## src/sv/toi_ram.sv

```systemverilog
// Generic single-port RAM with registered read.
// No dependencies.
`timescale 1ns / 1ps
module toi_ram #(
  parameter int unsigned Width = 8,
  parameter int unsigned Depth = 16
) (
  input  logic                     clk_i,
  input  logic                     we_i,
  input  logic [$clog2(Depth)-1:0] addr_i,
  input  logic [Width-1:0]         wdata_i,
  output logic [Width-1:0]         rdata_o
);
  logic [Width-1:0] mem [Depth];
  always_ff @(posedge clk_i) begin
    if (we_i) mem[addr_i] <= wdata_i;
    rdata_o <= mem[addr_i];
  end
endmodule

```

## config.mk

```make
export PLATFORM = sky130hd
export DESIGN_NAME = toi_ram
export DESIGN_NICKNAME = d
export VERILOG_FILES = /design/src/sv/toi_ram.sv
export SDC_FILE = /design/constraint.sdc
export NUM_CORES = 1
export LEC_CHECK = 0
export ABC_CLOCK_PERIOD_IN_PS = 5170
export BUFFER_PORTS_ARGS = -buffer_cell sky130_fd_sc_hd__buf_2
export CAP_MARGIN = 20
export CORE_MARGIN = 2
export CORE_UTILIZATION = 65
export CTS_CLUSTER_SIZE = 12
export DETAILED_ROUTE_END_ITERATION = 12
export PLACE_DENSITY = 0.94
export SLEW_MARGIN = 20
export SYNTH_ARGS = -nofsm -noshare
export SYNTH_HDL_FRONTEND = slang
export SYNTH_SLANG_ARGS = --single-unit
```

## constraint.sdc

```tcl
create_clock -name clk_i -period 5.17 [get_ports clk_i]
set_input_delay 1.034 -clock clk_i [delete_from_list [all_inputs] [get_ports clk_i]]
set_output_delay 1.034 -clock clk_i [all_outputs]
set_load 0.005 [all_outputs]
```

Yosys cells after proc, flatten, opt, wreduce, memory -nomap -nowiden
Memory sizes are Yosys's and may differ from the RTL's. A register that Yosys moved wholly into a read port is not among the register bits.
Cells that the tools add are included.
W data, S select, Z words.
{"block": "classes", "mux": 2}
{"op": "$mux W1", "n": 2}
{"block": "totals", "n_memories": 1, "ram_bits": 128, "reg_bits": 0, "output_inout_bits": 8}
{"memory": "mem", "depth": 16, "width": 8, "read_ports": 1, "rd_clocked_by_memory_dff": 1, "write_ports": 1, "line": "14", "rtl": "logic [Width-1:0] mem [Depth];"}

Logic depth before layout (Yosys ltp)
Gate-level depths: netlist of the first run.
{"block": "depth", "ltp_word": 2, "ltp_mapped": 5}

Least setup slack after synthesis of the first run
No wires, ideal clock.
{"block": "synth_path", "kind": "input port to flip-flop", "startpoint": "in addr_i[2]", "endpoint": "mem mem[0][0], enable pin", "setup_ns": 0.383, "arrival_time_ns": 2.144, "n_path_buf": 0, "path_slack_ns": 2.643, "stages": 2, "t_required_ns": 4.787, "path_cell_list": "or3b_2 > nor3_1"}
{"element": "from (decl)", "line": "10", "rtl": "input logic [$clog2(Depth)-1:0] addr_i,"}
{"element": "to (decl)", "line": "14"}
No word-level cell before the write port.

Worst setup path after layout of the first run
{"block": "layout_path", "startpoint": "in addr_i[0]", "endpoint": "mem mem[13][5], enable pin"}
No word-level cell before the write port.

==> flow_summary.json, run 1 <==
{
  "netSwitchingFraction_pct": 20.2,
  "worstPathMaxFanout": 21,
  "finClkSkew_ps": 6.13,
  "hold_depth": 3,
  "ir_worst_vdd_v": 0.000259,
  "start_util_pct": 66.3,
  "start_kind": "primary input",
  "path_clk_slew_ps": 60,
  "grt_overflow": 0,
  "max-cap-violations": 0,
  "fillers": 395,
  "worstSetupPathType": "primary input to register",
  "synth_edf_count": 128,
  "yosys_warnings": 0,
  "p_comb_share_pct": 4.6,
  "hold_viol": 0,
  "ys_ff_latch": 136,
  "yosys-top-cells-area": "edfxtp_1, mux4_2, dfxtp_1, a22oi_1, nor2_1",
  "worstPathArrival_ps": 2920,
  "critPathCaptureType": "register",
  "drive_gt1_share_pct": 31.3,
  "r2r-start": "mem[15][5]",
  "synthCells": 230,
  "antenna_found_initial": 0,
  "cts_tree": "built",
  "syn_area_per_cell_sq_um": 22.0,
  "gp_congestion": 0.847,
  "drc": 0,
  "holdPathEnd": "rdata_o[4]",
  "die_h_um": 92.3,
  "slew_violations": 0,
  "reg2regPathDepth": 3,
  "cts_inserted_buffers": 17,
  "areaGrowthSynthToFinish_pct": 14.8,
  "setup_total_negative_slack_ps": 0,
  "seq_power_share_pct": 49.7,
  "cts-root-buf": "clkbuf_8",
  "power_leakage_uw": 0.00190,
  "insertion_delay_ps": 520,
  "fin_crit_ps": 2770,
  "synthArstFlopShare_pct": 0,
  "drtPass1Iterations": 8,
  "rows": 32,
  "synth_cell_types": 18,
  "setup_viol": 0,
  "final_common_cell": "edfxtp_1",
  "die_area_sq_um": 8520,
  "hold_class": "register to register",
  "drt_iter0_drc": 499,
  "status": "finished clean",
  "n_antenna_cell": 0,
  "worst_slew_pin_slew_ps": 918,
  "dp_cells": 344,
  "vias": 2573,
  "final_cell_mix": "edfxtp_1, mux4_2, buf_2, a22oi_1, clkbuf_16",
  "post-cts-setup-buffer-count": 0,
  "final_net_count": 275,
  "viasPerCell": 6.88,
  "synthFlopType": "edfxtp_1",
  "p_per_area_nw_per_um2": 429,
  "rrSetupSlack_ps": 3730,
  "hold_start": "mem[12][4]",
  "yosysTopAreaCell": "edfxtp_1",
  "grt_max_degree": 40,
  "clk_path_buf_depth": 2,
  "cts_sinks": 136,
  "grt_pass1_wl_um": 16100,
  "netlist.area_leader.share_pct": 75.9,
  "slew_headroom_pct": 38.8,
  "multi_input_area_sq_um": 1020,
  "gr-usage-all-layers_pct": 28.2,
  "synth_fp_nets": 244,
  "core_area_sq_um": 7650,
  "ant_nets": 0,
  "reg2reg_to": "rdata_o[5]",
  "pre_cts_ws_ps": 1890,
  "p_int_uw": 1990,
  "io_pins": 22,
  "port_buffers": 21,
  "post_drt_wl_per_cell_um": 28.7,
  "clkPwrFrac_pct": 45.7,
  "cts_hold_buffers": 0,
  "instances_no_fill": 374,
  "power_switching_uw": 504,
  "worstPathRequired_ps": 5320,
  "die_w_um": 92.3,
  "ctsResizeCount": 0,
  "grt_pass1_vias": 2545,
  "drt-total-wl_um": 10700,
  "ff_latch_area_sq_um": 4000,
  "htreeDepth": 4,
  "ys_seq_area_share_pct": 79.0,
  "timing.hold.ws_ps": 689,
  "hpwl_um": 5960,
  "rsz0062_at_grt": "no",
  "syn_area_sq_um": 5070,
  "period_share_pct": 53.6,
  "fin_ws_ps": 2400,
  "max_freq_ghz": 0.361
}
## synthesized netlist by cell type, types with 2 or more instances
library cell	n
edfxtp_1	128
mux4_2	32
a22oi_1	16
nor2_1	13
nand2_1	9
dfxtp_1	8
buf_1	4
nor3_1	4
buf_2	2
buf_6	2
clkbuf_1	2
nand2b_1	2
nand3b_1	2
nor2b_1	2
## metal layers
metal  track usage, %  vias up  routed length [um]
met5                0        -                   0
met3             8.06       33                1100
met4             10.9        0                 336
met2             44.4      217                5520
met1             38.4     1298                3770
li1                 -     1025                   -
## power by group through the flow
stage	logic [uW]	clock network [uW]	registers, uW
after CTS	114	1150	1240
after floorplan	63.5	0	1260
after global routing	122	1200	1240
after detailed placement	111	0	1260
final	115	1140	1240
after global placement	105	0	1260
## state kept, by name, summed over array words and instances (netlist names)
name     cells
mem        128
rdata_o      8
## worst max-delay path by stage
stage,depth (start not counted),endpoint,startpoint
2_1_floorplan,2,mem[0][0],addr_i[2]
3_3_place_gp,4,mem[15][1],addr_i[0]
3_5_place_dp,4,mem[7][1],addr_i[0]
4_1_cts,4,mem[9][7],addr_i[0]
5_1_grt,4,mem[15][5],addr_i[0]
6_report,4,mem[13][5],addr_i[0]
## stage by stage
step | area [sq um] | total power [uW] | util [%]
floorplan | 5070 | 1330 | -
global placement | 5250 | 1370 | 68.6
detailed placement | 5260 | 1370 | 68.8
CTS | 5810 | 2500 | 76.0
global route | 5820 | 2560 | 76.1
finish | 5820 | 2500 | 76.1
## layout make-up
type / count / area share (%)
well taps: 102 / 2.19
repair buffers: 23 / 2.02
multi-input cells: 83 / 17.5
flip-flops and latches: 136 / 68.8
clock inverters: 13 / 2.37
clock buffers: 17 / 7.12
## worst max-delay path, stage by stage
cell	delay (ps)
buf_2	500
buf_4	460
nand2b_1	230
nor2_1	690
## kinds of logic after synthesis
logic type,Yosys count,share of synthesized area (%)
AO/OA/AOI/OAI,16,2.37
buffers and inverters,11,1.19
flip-flops,136,79.0
multiplexers,32,14.2
AND/OR/NAND/NOR,35,3.21
Power figures use the tool's default switching activity.
==> run 2: changes to the inputs <==
--- a/config.mk
+++ b/config.mk
@@ -5,14 +5,14 @@
 export SDC_FILE = /design/constraint.sdc
 export NUM_CORES = 1
 export LEC_CHECK = 0
-export ABC_CLOCK_PERIOD_IN_PS = 5170
+export ABC_CLOCK_PERIOD_IN_PS = 2500
 export BUFFER_PORTS_ARGS = -buffer_cell sky130_fd_sc_hd__buf_2
 export CAP_MARGIN = 20
 export CORE_MARGIN = 2
-export CORE_UTILIZATION = 65
+export CORE_UTILIZATION = 54
 export CTS_CLUSTER_SIZE = 12
 export DETAILED_ROUTE_END_ITERATION = 12
-export PLACE_DENSITY = 0.94
+export PLACE_DENSITY = 0.85
 export SLEW_MARGIN = 20
 export SYNTH_ARGS = -nofsm -noshare
 export SYNTH_HDL_FRONTEND = slang
==> constraint.sdc (replaced) <==
create_clock -name clk_i -period 2.5 [get_ports clk_i]
set_input_delay 0.5 -clock clk_i [delete_from_list [all_inputs] [get_ports clk_i]]
set_output_delay 0.5 -clock clk_i [all_outputs]
set_load 0.005 [all_outputs]
==> run 2 against run 1 <==
  * Die area is 19% higher
  * Register-to-register slack got worse by 2600 ps
  * Non-clock buffer count is 13 higher
  * Flip-flop and latch count did not move
  * Clock skew increased by 3.2 ps
  * Final cell count rose by 6.4%
  * Highest routed layer unchanged
  * Wire length down 7.9%
  * Clock-buffer cell count rose by 1
  * Design area up 2.9%
  * Global-route usage fell by 7.0 points
==> flow_summary.json, run 2 (synthesized netlist as in run 1, its figures left out) <==
{
  "max-cap-violations": 0,
  "drive_gt1_share_pct": 34.8,
  "utilization_pct": 65.4,
  "slew_headroom_pct": 36.5,
  "vias": 2402,
  "port_buffers": 21,
  "insertion_delay_ps": 510,
  "fin_crit_ps": 1710,
  "drt-total-wl_um": 9870,
  "die_area_sq_um": 10200,
  "post-cts-setup-buffer-count": 0,
  "start_util_pct": 55.4,
  "max_freq_ghz": 0.586,
  "setup_viol": 0,
  "gr-usage-all-layers_pct": 21.2,
  "ir_worst_vdd_v": 0.000891,
  "grt_overflow": 0,
  "p_per_area_nw_per_um2": 893,
  "largest_register_ffs": 128,
  "start_kind": "primary input",
  "status": "finished clean",
  "hold_class": "primary input to register",
  "die_h_um": 101,
  "cts-root-buf": "clkbuf_8",
  "drtPass1Iterations": 4,
  "power_leakage_uw": 0.00199,
  "worst_slew_pin_slew_ps": 949,
  "final_net_count": 288,
  "reg_top3": "mem x128, rdata_o x8",
  "grt_pass1_vias": 2550,
  "grt_pass1_wl_um": 14900,
  "setup_total_negative_slack_ps": 0,
  "path_clk_slew_ps": 60,
  "grt_max_degree": 18,
  "top_register": "mem",
  "cts_tree": "built",
  "period_share_pct": 68.2,
  "cts_hold_buffers": 0,
  "dp_cells": 366,
  "worstSetupPathType": "primary input to register",
  "hpwl_um": 6220,
  "instances_no_fill": 398,
  "rrSetupSlack_ps": 1090,
  "timing.hold.ws_ps": 383,
  "rsz0062_at_grt": "no",
  "post_drt_wl_per_cell_um": 24.8,
  "ant_nets": 0,
  "drc": 0,
  "final_common_cell": "edfxtp_1",
  "worstPathMaxFanout": 15,
  "clk_path_buf_depth": 2,
  "antenna_found_initial": 0,
  "core_area_sq_um": 9150,
  "worstPathRequired_ps": 2880,
  "die_w_um": 101,
  "hold_viol": 0,
  "cts_sinks": 136,
  "gp_congestion": 0.770,
  "n_antenna_cell": 0,
  "worstPathArrival_ps": 2090,
  "final_cell_mix": "edfxtp_1, mux4_2, buf_2, a22oi_1, clkbuf_16",
  "ctsResizeCount": 0,
  "htreeDepth": 4,
  "critPathCaptureType": "register",
  "reg2regPathDepth": 3,
  "viasPerCell": 6.04,
  "finClkSkew_ps": 9.36,
  "rows": 35,
  "fillers": 567,
  "slew_violations": 0,
  "areaGrowthSynthToFinish_pct": 18.1,
  "drt_iter0_drc": 199,
  "io_pins": 22,
  "hold_depth": 1,
  "cts_inserted_buffers": 17
}
run 2: cell count changes in the layout (fill, tap and decap cells not counted), moves of 2 or more:
cell | before | now
clkinv_4 | 0 | 4
clkinv_2 | 5 | 0
clkinvlp_4 | 1 | 3
nor3_2 | 3 | 1
buf_4 | 1 | 15
clkinv_1 | 4 | 1
inv_6 | 0 | 2
nor3_1 | 1 | 3
run 2: power breakdown:
group	total, uW	switching (uW)	leakage, uW	internal (uW)
Combinational	233	136	0.000473	97.2
Clock	2550	920	0.000290	1630
Sequential	2570	15.8	0.00122	2550
Total	5340	1070	0.00199	4270
run 2: final timing paths:
check	startpoint	end
setup / recovery	addr_i[0]	rdata_o[5]
setup reg to reg	mem[5][5]	rdata_o[5]
hold reg to reg	mem[14][6]	rdata_o[6]
hold / removal	wdata_i[3]	mem[6][3]
run 2: cell type report:
type	instances	area [sq um]	share of cell area, %
well taps	111	139	2.32
clock inverters	14	199	3.32
flip-flops and latches	136	4000	66.9
repair buffers	36	218	3.64
multi-input cells	83	1010	16.8
clock buffers	18	418	6.98
run 2: routing by layer:
layer	part of all wire [%]	vias up	GRT usage [%]
li1	-	1052	-
met1	40	1251	27.8
met2	52	85	33.8
met3	5.5	14	5.62
met4	2.0	0	9.48
met5	0	-	0
run 2: metrics by stage:
stage	total power, uW	area (sq um)	setup WS (ps)
5_1_grt	5490	5990	686
4_1_cts	5380	5980	788
3_5_place_dp	2840	5360	287
6_report	5340	5990	794
3_3_place_gp	2830	5360	328
2_1_floorplan	2740	5070	507
run 2: worst max-delay path, stage by stage:
cell     delay [ps]
buf_2           260
buf_4           340
mux4_2          550
a22oi_1         300
nand2_1         120
